===== src/rtl/cpis_pkg.sv =====
// Package for the clock rate PI servo: field widths, register codes,
// reset values and saturation constants. No dependencies.
`default_nettype none

package cpis_pkg;

    localparam int FRAC_BITS_DEF = 16;
    localparam int X_W           = 32;
    localparam int SM_W          = 48;
    localparam int IS_W          = 40;
    localparam int GAIN_W        = 17;
    localparam int LIM_W         = 20;
    localparam int SETTLE_W      = 4;
    localparam int ADJ_W         = 11;
    localparam int Q_W           = 10;
    localparam int DIV_W         = 48;
    localparam int CW            = 50;
    localparam int CFG_IDX_W     = 3;
    localparam int CFG_DATA_W    = 20;
    localparam int DIV_PPM       = 1000;

    localparam logic [GAIN_W-1:0] ONE_Q16 = GAIN_W'(65536);

    localparam logic [CFG_IDX_W-1:0] REG_SMOOTHING_GAIN = 3'd0;
    localparam logic [CFG_IDX_W-1:0] REG_INTEGRAL_GAIN  = 3'd1;
    localparam logic [CFG_IDX_W-1:0] REG_INTEGRAL_LIMIT = 3'd2;
    localparam logic [CFG_IDX_W-1:0] REG_OUTPUT_LIMIT   = 3'd3;
    localparam logic [CFG_IDX_W-1:0] REG_SETTLE_SAMPLES = 3'd4;

    localparam logic [GAIN_W-1:0]   RST_SMOOTHING_GAIN = GAIN_W'(13107);
    localparam logic [GAIN_W-1:0]   RST_INTEGRAL_GAIN  = GAIN_W'(131);
    localparam logic [LIM_W-1:0]    RST_INTEGRAL_LIMIT = LIM_W'(300000);
    localparam logic [LIM_W-1:0]    RST_OUTPUT_LIMIT   = LIM_W'(400000);
    localparam logic [SETTLE_W-1:0] RST_SETTLE_SAMPLES = SETTLE_W'(3);

    localparam logic signed [SM_W-1:0] SM_MAX = {1'b0, {(SM_W-1){1'b1}}};
    localparam logic signed [SM_W-1:0] SM_MIN = {1'b1, {(SM_W-1){1'b0}}};
    localparam logic signed [IS_W-1:0] IS_MIN = {1'b1, {(IS_W-1){1'b0}}};
    localparam logic [CW-1:0]          IN_MAX = CW'({(IS_W-1){1'b1}});

    function automatic int mcand_width(input int f);
        return (X_W + f > SM_W) ? X_W + f : SM_W;
    endfunction

endpackage

`default_nettype wire


===== src/rtl/cpis_mul.sv =====
// Bit-serial Q1.16 gain multiplier: one gain bit per cycle, floor(g*m / 2^16).
// Depends on cpis_pkg.
`default_nettype none

module cpis_mul #(
    parameter int MW = cpis_pkg::mcand_width(cpis_pkg::FRAC_BITS_DEF)
) (
    input  logic                           i_clk,
    input  logic                           i_rst_n,
    input  logic                           i_start,
    input  logic [cpis_pkg::GAIN_W-1:0]    i_gain,
    input  logic signed [MW-1:0]           i_mcand,
    output logic                           o_done,
    output logic signed [MW-1:0]           o_prod
);
    import cpis_pkg::*;

    localparam int CNT_W = $clog2(GAIN_W);

    logic signed [MW-1:0] r_m;
    logic [GAIN_W-1:0]    r_g;
    logic signed [MW:0]   r_acc;
    logic [CNT_W-1:0]     r_cnt;
    logic                 r_busy;
    logic                 r_done;

    logic signed [MW:0]   add_term;
    logic signed [MW:0]   sum;
    logic                 last;

    assign add_term = r_g[0] ? (MW+1)'(r_m) : '0;
    assign sum      = r_acc + add_term;
    assign last     = (r_cnt == CNT_W'(GAIN_W - 1));

    always_ff @(posedge i_clk) begin
        if (!i_rst_n) begin
            r_busy <= 1'b0;
            r_done <= 1'b0;
        end else begin
            r_done <= 1'b0;
            if (i_start) begin
                r_busy <= 1'b1;
                r_m    <= i_mcand;
                r_g    <= i_gain;
                r_acc  <= '0;
                r_cnt  <= '0;
            end else if (r_busy) begin
                r_g <= r_g >> 1;
                if (last) begin
                    r_acc  <= sum;
                    r_busy <= 1'b0;
                    r_done <= 1'b1;
                end else begin
                    r_acc <= sum >>> 1;
                    r_cnt <= r_cnt + CNT_W'(1);
                end
            end
        end
    end

    assign o_done = r_done;
    assign o_prod = $signed(r_acc[MW-1:0]);

endmodule

`default_nettype wire


===== src/rtl/cpis_div.sv =====
// Restoring serial divider: |c| / (1000 * 2^FRAC_BITS), one quotient bit per
// cycle, saturated at 1023. Depends on cpis_pkg.
`default_nettype none

module cpis_div #(
    parameter int FRAC_BITS = cpis_pkg::FRAC_BITS_DEF
) (
    input  logic                        i_clk,
    input  logic                        i_rst_n,
    input  logic                        i_start,
    input  logic [cpis_pkg::DIV_W-1:0]  i_mag,
    output logic                        o_done,
    output logic [cpis_pkg::Q_W-1:0]    o_quot
);
    import cpis_pkg::*;

    localparam int CNT_W = $clog2(Q_W + 1);
    localparam logic [DIV_W-1:0] DIV_TOP = DIV_W'(DIV_PPM) << (FRAC_BITS + Q_W);

    logic [DIV_W-1:0] r_rem;
    logic [DIV_W-1:0] r_d;
    logic [Q_W-1:0]   r_q;
    logic             r_ovf;
    logic [CNT_W-1:0] r_cnt;
    logic             r_busy;
    logic             r_done;

    logic             ge;

    assign ge = (r_rem >= r_d);

    always_ff @(posedge i_clk) begin
        if (!i_rst_n) begin
            r_busy <= 1'b0;
            r_done <= 1'b0;
        end else begin
            r_done <= 1'b0;
            if (i_start) begin
                r_busy <= 1'b1;
                r_rem  <= i_mag;
                r_d    <= DIV_TOP;
                r_q    <= '0;
                r_ovf  <= 1'b0;
                r_cnt  <= '0;
            end else if (r_busy) begin
                if (ge) begin
                    r_rem <= r_rem - r_d;
                end
                r_d <= r_d >> 1;
                // first step only tests for a quotient of 1024 or more
                if (r_cnt == '0) begin
                    r_ovf <= ge;
                end else begin
                    r_q <= {r_q[Q_W-2:0], ge};
                end
                if (r_cnt == CNT_W'(Q_W)) begin
                    r_busy <= 1'b0;
                    r_done <= 1'b1;
                end else begin
                    r_cnt <= r_cnt + CNT_W'(1);
                end
            end
        end
    end

    assign o_done = r_done;
    assign o_quot = r_ovf ? '1 : r_q;

endmodule

`default_nettype wire


===== src/rtl/clock_rate_pi_servo.sv =====
// Clock rate PI servo top level: config registers, sequencer, servo state.
// Depends on cpis_pkg, cpis_mul, cpis_div.
// Normal sample: three serial multiplies in cpis_mul, an 11-step serial divide
// in cpis_div, then sequencing; no new request is taken until the result has
// been handed to the output register (o_in_stall is high meanwhile).
// Step events and settling samples skip the multiplies and the divide.
// Reset (synchronous, active low): registers to defaults, servo state cleared.
`default_nettype none

module clock_rate_pi_servo #(
    parameter int FRAC_BITS = cpis_pkg::FRAC_BITS_DEF
) (
    input  logic                              i_clk,
    input  logic                              i_rst_n,
    input  logic                              i_in_valid,
    output logic                              o_in_stall,
    input  logic                              i_action,
    input  logic signed [cpis_pkg::X_W-1:0]   i_rate_error_ppb,
    output logic                              o_out_valid,
    input  logic                              i_out_stall,
    output logic signed [cpis_pkg::ADJ_W-1:0] o_adjust_ppm,
    output logic                              o_apply,
    output logic                              o_skipped,
    input  logic                              i_cfg_valid,
    output logic                              o_cfg_ready,
    input  logic [cpis_pkg::CFG_IDX_W-1:0]    i_cfg_index,
    input  logic [cpis_pkg::CFG_DATA_W-1:0]   i_cfg_data
);
    import cpis_pkg::*;

    localparam int MW = mcand_width(FRAC_BITS);

    localparam logic [3:0] S_IDLE = 4'd0;
    localparam logic [3:0] S_M1   = 4'd1;
    localparam logic [3:0] S_M2   = 4'd2;
    localparam logic [3:0] S_KI   = 4'd3;
    localparam logic [3:0] S_M3   = 4'd4;
    localparam logic [3:0] S_OUT  = 4'd5;
    localparam logic [3:0] S_ABS  = 4'd6;
    localparam logic [3:0] S_DIV  = 4'd7;
    localparam logic [3:0] S_FIN  = 4'd8;

    logic [GAIN_W-1:0]   r_alpha;
    logic [GAIN_W-1:0]   r_ki;
    logic [LIM_W-1:0]    r_il;
    logic [LIM_W-1:0]    r_ol;
    logic [SETTLE_W-1:0] r_ss;

    logic [3:0]              r_state;
    logic [3:0]              n_state;
    logic [SETTLE_W-1:0]     r_settle;
    logic signed [SM_W-1:0]  r_sm;
    logic signed [IS_W-1:0]  r_is;
    logic signed [MW-1:0]    r_t1;
    logic signed [CW-1:0]    r_c;
    logic                    r_neg;
    logic [ADJ_W-1:0]        r_res_adj;
    logic                    r_res_skip;
    logic                    r_ov;
    logic [ADJ_W-1:0]        r_out_adj;
    logic                    r_out_skip;

    logic                    in_accept;
    logic                    cfg_we;
    logic                    out_free;
    logic [GAIN_W-1:0]       alpha_g;
    logic [GAIN_W-1:0]       ki_g;
    logic [GAIN_W-1:0]       one_minus;
    logic signed [MW-1:0]    x_ext;
    logic signed [MW-1:0]    sm_ext;

    logic                    mul_start;
    logic [GAIN_W-1:0]       mul_gain;
    logic signed [MW-1:0]    mul_mcand;
    logic                    mul_done;
    logic signed [MW-1:0]    mul_prod;

    logic                    div_start;
    logic                    div_done;
    logic [Q_W-1:0]          div_quot;

    logic signed [MW:0]      sm_sum;
    logic [MW-SM_W+1:0]      sm_top;
    logic signed [SM_W-1:0]  sm_sat;
    logic signed [SM_W-1:0]  ki_term;
    logic signed [CW-1:0]    is_sum;
    logic [CW-1:0]           icap_raw;
    logic signed [CW-1:0]    icap;
    logic signed [CW-1:0]    is_sat;
    logic signed [CW-1:0]    c_sum;
    logic signed [CW-1:0]    ocap;
    logic signed [CW-1:0]    c_sat;
    logic signed [CW-1:0]    c_neg;
    logic [DIV_W-1:0]        c_mag;
    logic [ADJ_W-1:0]        q_ext;
    logic [ADJ_W-1:0]        adj;

    assign in_accept   = i_in_valid && !o_in_stall;
    assign o_in_stall  = (r_state != S_IDLE);
    assign o_cfg_ready = 1'b1;
    assign cfg_we      = i_cfg_valid && o_cfg_ready;
    assign out_free    = !r_ov || !i_out_stall;

    assign alpha_g   = (r_alpha > ONE_Q16) ? ONE_Q16 : r_alpha;
    assign ki_g      = (r_ki > ONE_Q16) ? ONE_Q16 : r_ki;
    assign one_minus = ONE_Q16 - alpha_g;
    assign x_ext     = MW'(i_rate_error_ppb) <<< FRAC_BITS;
    assign sm_ext    = MW'(r_sm);

    // EMA sum, saturated to the smoothed-term width
    assign sm_sum = (MW+1)'(r_t1) + (MW+1)'(mul_prod);
    assign sm_top = sm_sum[MW:SM_W-1];
    always_comb begin
        if ((&sm_top) || !(|sm_top)) begin
            sm_sat = sm_sum[SM_W-1:0];
        end else if (sm_sum[MW]) begin
            sm_sat = SM_MIN;
        end else begin
            sm_sat = SM_MAX;
        end
    end

    // integral update with anti-windup bound
    assign ki_term  = mul_prod[SM_W-1:0];
    assign is_sum   = CW'(r_is) + CW'(ki_term);
    assign icap_raw = CW'(r_il) << FRAC_BITS;
    assign icap     = (icap_raw > IN_MAX) ? $signed(IN_MAX) : $signed(icap_raw);
    always_comb begin
        if (is_sum > icap) begin
            is_sat = icap;
        end else if (is_sum < -icap) begin
            is_sat = -icap;
        end else begin
            is_sat = is_sum;
        end
    end

    // combined correction bound
    assign c_sum = CW'(r_sm) + CW'(r_is);
    assign ocap  = $signed(CW'(r_ol) << FRAC_BITS);
    always_comb begin
        if (c_sum > ocap) begin
            c_sat = ocap;
        end else if (c_sum < -ocap) begin
            c_sat = -ocap;
        end else begin
            c_sat = c_sum;
        end
    end

    assign c_neg = -r_c;
    assign c_mag = r_c[CW-1] ? c_neg[DIV_W-1:0] : r_c[DIV_W-1:0];
    assign q_ext = ADJ_W'(div_quot);
    assign adj   = r_neg ? q_ext : -q_ext;

    always_comb begin
        mul_start = 1'b0;
        mul_gain  = alpha_g;
        mul_mcand = x_ext;
        case (r_state)
            S_IDLE: begin
                mul_start = in_accept && !i_action && (r_settle == '0);
            end
            S_M1: begin
                mul_start = mul_done;
                mul_gain  = one_minus;
                mul_mcand = sm_ext;
            end
            S_KI: begin
                mul_start = 1'b1;
                mul_gain  = ki_g;
                mul_mcand = sm_ext;
            end
            default: begin
                mul_start = 1'b0;
            end
        endcase
    end

    assign div_start = (r_state == S_ABS);

    always_comb begin
        n_state = r_state;
        case (r_state)
            S_IDLE: begin
                if (in_accept) begin
                    n_state = (i_action || (r_settle != '0)) ? S_FIN : S_M1;
                end
            end
            S_M1:  n_state = mul_done ? S_M2 : S_M1;
            S_M2:  n_state = mul_done ? S_KI : S_M2;
            S_KI:  n_state = S_M3;
            S_M3:  n_state = mul_done ? S_OUT : S_M3;
            S_OUT: n_state = S_ABS;
            S_ABS: n_state = S_DIV;
            S_DIV: n_state = div_done ? S_FIN : S_DIV;
            S_FIN: n_state = out_free ? S_IDLE : S_FIN;
            default: n_state = S_IDLE;
        endcase
    end

    // configuration registers
    always_ff @(posedge i_clk) begin
        if (!i_rst_n) begin
            r_alpha <= RST_SMOOTHING_GAIN;
            r_ki    <= RST_INTEGRAL_GAIN;
            r_il    <= RST_INTEGRAL_LIMIT;
            r_ol    <= RST_OUTPUT_LIMIT;
            r_ss    <= RST_SETTLE_SAMPLES;
        end else if (cfg_we) begin
            case (i_cfg_index)
                REG_SMOOTHING_GAIN: r_alpha <= i_cfg_data[GAIN_W-1:0];
                REG_INTEGRAL_GAIN:  r_ki    <= i_cfg_data[GAIN_W-1:0];
                REG_INTEGRAL_LIMIT: r_il    <= i_cfg_data[LIM_W-1:0];
                REG_OUTPUT_LIMIT:   r_ol    <= i_cfg_data[LIM_W-1:0];
                REG_SETTLE_SAMPLES: r_ss    <= i_cfg_data[SETTLE_W-1:0];
                default: begin
                end
            endcase
        end
    end

    // servo state and sequencer
    always_ff @(posedge i_clk) begin
        if (!i_rst_n) begin
            r_state  <= S_IDLE;
            r_settle <= '0;
            r_sm     <= '0;
            r_is     <= '0;
        end else begin
            r_state <= n_state;
            case (r_state)
                S_IDLE: begin
                    if (in_accept) begin
                        r_res_adj  <= '0;
                        r_res_skip <= 1'b0;
                        if (i_action) begin
                            r_settle <= r_ss;
                            r_sm     <= '0;
                            r_is     <= '0;
                        end else if (r_settle != '0) begin
                            r_settle   <= r_settle - SETTLE_W'(1);
                            r_res_skip <= 1'b1;
                        end
                    end
                end
                S_M1: begin
                    if (mul_done) begin
                        r_t1 <= mul_prod;
                    end
                end
                S_M2: begin
                    if (mul_done) begin
                        r_sm <= sm_sat;
                    end
                end
                S_M3: begin
                    if (mul_done) begin
                        r_is <= is_sat[IS_W-1:0];
                    end
                end
                S_OUT: begin
                    r_c <= c_sat;
                end
                S_ABS: begin
                    r_neg <= r_c[CW-1];
                end
                S_DIV: begin
                    if (div_done) begin
                        r_res_adj <= adj;
                    end
                end
                default: begin
                end
            endcase
        end
    end

    // output register
    always_ff @(posedge i_clk) begin
        if (!i_rst_n) begin
            r_ov <= 1'b0;
        end else begin
            if (r_ov && !i_out_stall) begin
                r_ov <= 1'b0;
            end
            if ((r_state == S_FIN) && out_free) begin
                r_ov       <= 1'b1;
                r_out_adj  <= r_res_adj;
                r_out_skip <= r_res_skip;
            end
        end
    end

    assign o_out_valid  = r_ov;
    assign o_adjust_ppm = $signed(r_out_adj);
    assign o_apply      = (r_out_adj != '0);
    assign o_skipped    = r_out_skip;

    cpis_mul #(
        .MW        (MW)
    ) u_mul (
        .i_clk   (i_clk),
        .i_rst_n (i_rst_n),
        .i_start (mul_start),
        .i_gain  (mul_gain),
        .i_mcand (mul_mcand),
        .o_done  (mul_done),
        .o_prod  (mul_prod)
    );

    cpis_div #(
        .FRAC_BITS (FRAC_BITS)
    ) u_div (
        .i_clk   (i_clk),
        .i_rst_n (i_rst_n),
        .i_start (div_start),
        .i_mag   (c_mag),
        .o_done  (div_done),
        .o_quot  (div_quot)
    );

    a_apply_match: assert property (@(posedge i_clk) disable iff (!i_rst_n)
        o_out_valid |-> (o_apply == (o_adjust_ppm != '0)))
        else $error("apply flag disagrees with correction");

    a_skip_zero: assert property (@(posedge i_clk) disable iff (!i_rst_n)
        (o_out_valid && o_skipped) |-> (o_adjust_ppm == '0))
        else $error("skipped result carries a correction");

    a_integral_bound: assert property (@(posedge i_clk) disable iff (!i_rst_n)
        r_is != IS_MIN)
        else $error("integral term beyond its bound");

    a_mul_done_state: assert property (@(posedge i_clk) disable iff (!i_rst_n)
        mul_done |-> (r_state == S_M1 || r_state == S_M2 || r_state == S_M3))
        else $error("multiplier finished outside a multiply step");

endmodule

`default_nettype wire

===== config.mk =====
export PLATFORM = sky130hd
export DESIGN_NAME = clock_rate_pi_servo
export DESIGN_NICKNAME = d
export VERILOG_FILES = /design/src/rtl/cpis_pkg.sv /design/src/rtl/cpis_mul.sv /design/src/rtl/cpis_div.sv /design/src/rtl/clock_rate_pi_servo.sv
export SDC_FILE = /design/constraint.sdc
export NUM_CORES = 2
export LEC_CHECK = 0
export BUFFER_PORTS_ARGS = -buffer_cell sky130_fd_sc_hd__buf_2
export CELL_PAD_IN_SITES_DETAIL_PLACEMENT = 1
export CELL_PAD_IN_SITES_GLOBAL_PLACEMENT = 2
export CORE_UTILIZATION = 30
export DETAILED_ROUTE_END_ITERATION = 10
export PLACE_DENSITY = 0.59
export REMOVE_ABC_BUFFERS = 1
export SYNTH_ARGS = -nofsm -noshare
export SYNTH_HDL_FRONTEND = slang
export SYNTH_SLANG_ARGS = --single-unit
export TNS_END_PERCENT = 100

===== constraint.sdc =====
create_clock -name i_clk -period 8.2 [get_ports i_clk]
set_input_delay 2.05 -clock i_clk [delete_from_list [all_inputs] [get_ports i_clk]]
set_output_delay 2.05 -clock i_clk [all_outputs]
set_load 0.01 [all_outputs]

Yosys cells after proc, flatten, opt, wreduce, memory -nomap -nowiden:

Cells that the tools add are included.

* input bits: 61
* memories kept: 0
* register bits after elaboration: 520
* memory bits (writable): 0
* bits in latches: 0
* output and inout bits: 16
* bits in read-only memories: 0
* logic and storage cells: 198

* eq/ne operators: 22
* $add $sub $neg: 13
* mux-type cells: 64
* reductions and logical operators: 56
* $lt $le $gt $ge: 8
* div/mod/pow operators: 0
* multipliers: 0
* bitwise operators: 3
* shifts and indexed selects: 0

Operator list (count)
* two-way mux 48 bit: 11
* two-way mux 40 bit: 5
* < comparator 49 x 50 -> 1 bit: 2
* two-way mux 49 bit: 2
* case mux 48 bit (2 select lines): 1
* case mux 40 bit (2 select lines): 1
* two-way mux 36 bit: 2
* two-way mux 17 bit: 4
* two-way mux 50 bit: 1
* negator 36 -> 50 bit: 1
* negator 39 -> 50 bit: 1
* adder 40 x 48 -> 49 bit: 1
* adder 48 x 40 -> 49 bit: 1
* adder 48 x 48 -> 49 bit: 1
* adder 49 bit: 1
* > comparator 49 x 37 -> 1 bit: 1
* > comparator 49 x 40 -> 1 bit: 1
* greater-or-equal comparator 48 x 36 -> 1 bit: 1
* negator 48 bit: 1
* subtractor 48 x 36 -> 48 bit: 1
* > comparator 36 x 39 -> 1 bit (second input constant): 1
* two-way mux 39 bit: 1
* case mux 4 bit (9 select lines): 1
* > comparator 17 bit (second input constant): 2
* other kinds (38): 121

Logic depth before layout (Yosys ltp):

* depth in word-level cells: 8
* gate-level depth with buffers: 27

By module:

Synthesis repeated with hierarchy kept, for this count alone.

* cell total of the unflattened synthesis: 4898
* area total of the unflattened synthesis: 41364.7 sq um

By module, submodules not included
* clock_rate_pi_servo: cells an instance 3366, area each 26568.0 sq um, times used 1
* cpis_mul: cells an instance 813, area each 8117.8 sq um, times used 1
* cpis_div: cells an instance 719, area each 6678.9 sq um, times used 1

Least setup slack after synthesis:

Ideal clock, no wire load.

* path kind: input-to-reg
* start point: input port i_rst_n
* end point: register r_c[0], enable pin
* required time: 7684 ps
* path slack: 1772 ps
* stages: 4
* arrival time: 5912 ps
* cell sequence: clkbuf_1 clkbuf_1 nand2_1 nor3_1

* cells in the longest elaborated chain, start to end: 1

Ends and longest elaborated chain
* start, declared: RTL line clock_rate_pi_servo.sv:14 `input logic i_rst_n,`
* AND reduction 2 bit (no line)
* end signal, assigned: RTL line clock_rate_pi_servo.sv:263 `r_c <= c_sat;`
* end, declared: RTL line clock_rate_pi_servo.sv:55 `logic signed [CW-1:0] r_c;`

Every way passes these cells.
A chain may end at the register's enable or synchronous reset.

Worst setup path after layout:

* start point: register u_mul.r_acc[1]
* end point: register r_is[24]

* cells in the longest elaborated chain, start to end: 6

Ends and longest elaborated chain
* start, declared: RTL line cpis_mul.sv:22 `logic signed [MW:0] r_acc;`
* start signal, assigned: RTL line cpis_mul.sv:50 `r_acc <= sum;`
* start signal, assigned: RTL line cpis_mul.sv:54 `r_acc <= sum >>> 1;`
* adder 40 x 48 -> 49 bit (*): RTL line clock_rate_pi_servo.sv:125 `assign is_sum = CW'(r_is) + CW'(ki_term);`
* < comparator 49 x 50 -> 1 bit: RTL line clock_rate_pi_servo.sv:131 `end else if (is_sum < -icap) begin`
* two-way mux 40 bit: RTL line clock_rate_pi_servo.sv:131
* two-way mux 40 bit (*): RTL line clock_rate_pi_servo.sv:129 `if (is_sum > icap) begin`
* two-way mux 40 bit (*): RTL line clock_rate_pi_servo.sv:258 `if (mul_done) begin`
* case mux 40 bit (2 select lines) (*): RTL line clock_rate_pi_servo.sv:232 `case (r_state)`
* end signal, assigned: RTL line clock_rate_pi_servo.sv:259 `r_is <= is_sat[IS_W-1:0];`
* end, declared: RTL line clock_rate_pi_servo.sv:53 `logic signed [IS_W-1:0] r_is;`

Every way passes the cells marked *; elsewhere a longest branch is shown, timed or not. The select of a mux whose other input is x is not followed.

==> out/summary.txt <==
Post CTS Setup Buffer Count: 0
Layout net count: 4947
# IOs: 77
Power consumption: 7.48 mW
Post-synth EDFFs: 340
Finished Layout Cells: 6322
Post-CTS Resized: 0
Worst reg2reg setup slack: 0.90 ns
First-pass GRT wire length: 230 mm
Clock Sink Count: 519
Most common cell after layout, fill and taps aside: nand2_1
Worst r2r src: u_mul.r_acc[1]
Routability Congestion: 0.886
Syn. warnings: 0
Routed vias/inst: 5.43
Hold Path Origin: r_res_adj[8]
Port bufs: 75
Delay-heaviest family, CP: simple AND/OR/NAND/NOR gates
Max VDD drop: 0.132 mV
Via Count: 34300
Class of the tightest hold or removal check: reg2reg
Clock Latency Late Sink: 0.67 ns
Total Wirelength: 153 mm
MaxCap Viol Count: 0
Post-CTS Hold Fix Bufs: 0
Layout cell share with drive strength beyond 1: 7.08%
Fin util: 34.0%
CP Buf/Inv Count: 1
Crit-path cells: ha_1 > a211oi_1 > o21ai_0 > nand3_1 > nand2_1 > or2_2 > a31o_2 > a21o_1 > a21oi_1 > xor2_1 > inv_1 > ha_1 > nand4_1 > nor2_1 > nand3_1 > or4_1 > nor3_1 > nor4b_1 > nand4b_1 > a211oi_1 > nand4_1 > o21ba_2 > nand2b_1 > o211ai_1
Post-route setup slack: 0.899 ns
Fill cells: 15000
Core ar.: 128000 sq um
Cell area after synthesis: 39000 sq um
Crit path DAT: 7.86 ns
Final setup viols: 0
Clock Tree Buf Depth: 3
Drt initial violations: 2024
Critical path endpoint category: register
Number of global-route vias before repair: 35200
Max_slew headroom: 15.2%
Post-synthesis register bit count: 519
Area Growth Syn to Fin: 11.9%
Initial core utilization: 30.4%
Largest stage delay, worst path: 0.53 ns
CTS tree: built
Most frequent cells in the layout: 571 x nand2_1, 443 x a21oi_1, 365 x nor2_1
Mean Syn Cell Area: 8.59 sq um
RSZ-0062 raised after global routing: false
Leak: 17.8 nW
Setup TNS: 0 ns
Total power per unit cell area: 171 nW/um^2
Clk slew on worst S/H paths: 0.05 ns
Status: complete, no violations
Pin count of the biggest net entering global routing: 57
WL per Instance: 24.3 um
Setup WS pre-CTS: 0.984 ns
Cell variety after synth: 93
Gr usage total: 23.2%
Synth Flop Type: edfxtp_1
Crit-path max FO: 24
Register area share after synthesis: 35.4%
Reg-to-reg endpoint: r_is[24]
Area of the multi-input gates: 23800 sq um
Final hold slack: 0.414 ns
Final ANT Viol Nets: 0
Post-route minimum period: 7.30 ns
Post-DP HPWL: 121 mm
Slew @ Worst Pin: 1.27 ns
Die width: 362 um
Final worst-path cycle share: 89.0%
Post-route design area: 43600 sq um
Antenna violations before repair: 14
Setup crit start kind: register
Worst path required time: 8.76 ns
Worst Hold End: o_adjust_ppm[8]
# DRC: 0
Clock Root Buffer: clkbuf_16
Die Area: 131000 sq um
Slowest cell on the critical path: edfxtp_1
Fraction of registers with async set/reset: 0%
Cells after DPL: 6191
H-tree Lvls: 3
Max Fclk: 0.137 GHz
Die Y: 362 um
Hold path cells: 0
Grt ovf: 0
Worst Skew: 0.0352 ns
Crit path kind: reg2reg
Placed Area: 41300 sq um
Final hold vios: 0
Storage element area: 13800 sq um
Cell Rows: 131
Max-slew violations: 0
Number of CTS-inserted buffers: 72
Detailed Routing Iterations Pass 1: 5
Reg2reg path depth: 24
Cells after Synth: 4537
cells in the mapped netlist (all sizes together), types with 19 or more instances:
master	n	area (sq um)
xnor2	190	1660
o31ai	34	283
nand3	116	581
a21oi	446	2230
xor2	95	832
o21a	49	368
a31oi	46	288
nor3	88	445
o211ai	42	315
nor2	370	1390
o21ai	248	1240
mux2i	42	420
nor2b	47	294
nand4	50	313
edfxtp	340	10200
nor4	33	206
and2	84	526
o22ai	19	119
dfxtp	179	3580
nand2	572	2150
a21o	139	1040
and3	59	369
or3	38	253
a211oi	46	345
o21bai	41	308
clkbuf	178	668
nand2b	45	282
inv	183	687
a22o	27	236
buf	31	143
ha	345	4320
or2	23	146
a221o	37	370
cells by family after synthesis:
kind of cell	Yosys count	synth area share [%]
muxes	54	1.43
AOI/OAI and AO/OA	1350	22.4
other	1	0.00962
and+or+nand+nor	1586	19.2
xor gates and xnor gates	285	6.41
adders and majority gates	350	11.3
DFF	519	35.4
buffers and inverters	392	3.84
report_power, final:
part	leakage [nW]	switching, mW	internal [mW]
sequential	4.56	0.0947	2.90
combinational	12.1	0.871	0.465
clock	1.14	1.25	1.90
sequential cells by signal, summed over array words and instances, names as in the netlist, 4 cells and up:
signal and count:
r_ol 20, u_div.r_cnt 4, r_ki 17, u_div.r_d 36, r_settle 4, o_adjust_ppm 11, r_il 20, r_res_adj 11
r_sm 48, u_div.r_q 10, r_is 40, u_mul.r_g 17, r_state 4, u_mul.r_cnt 5, u_div.r_rem 48, r_alpha 17
u_mul.r_acc 49, u_mul.r_m 48, r_t1 48, r_c 49, r_ss 4
how the worst max path moves through the flow:
stage	depth (start not counted)	slack, ns	end	start
final	24	0.90	r_is[24]	u_mul.r_acc[1]
after CTS	24	0.91	r_is[24]	u_mul.r_acc[1]
after floorplan	22	-0.41	r_c[24]	r_sm[8]
after global placement	25	1.07	r_is[2]	u_mul.r_acc[1]
after detailed placement	25	0.98	r_is[0]	u_mul.r_acc[1]
after global routing	25	0.37	r_is[6]	u_mul.r_acc[1]
cell type report:
cell class	instances	share of cell area [%]
inverters	183	1.58
diodes	1	0.00574
well taps	1729	4.96
clock inverters	25	0.623
multi-input cells	3626	54.6
repair buffers	134	1.90
flip-flops and latches	519	31.6
clock buffers	105	4.72
per-layer routing:
layer | global-route usage [%] | vias up | wire, um
li1 | - | 16700 | -
met1 | 31.5 | 16900 | 73300
met2 | 36.5 | 522 | 68200
met3 | 3.74 | 195 | 6160
met4 | 9.17 | 10 | 5710
met5 | 0.296 | - | 103
No activity file was read; power rests on OpenSTA's default activity.
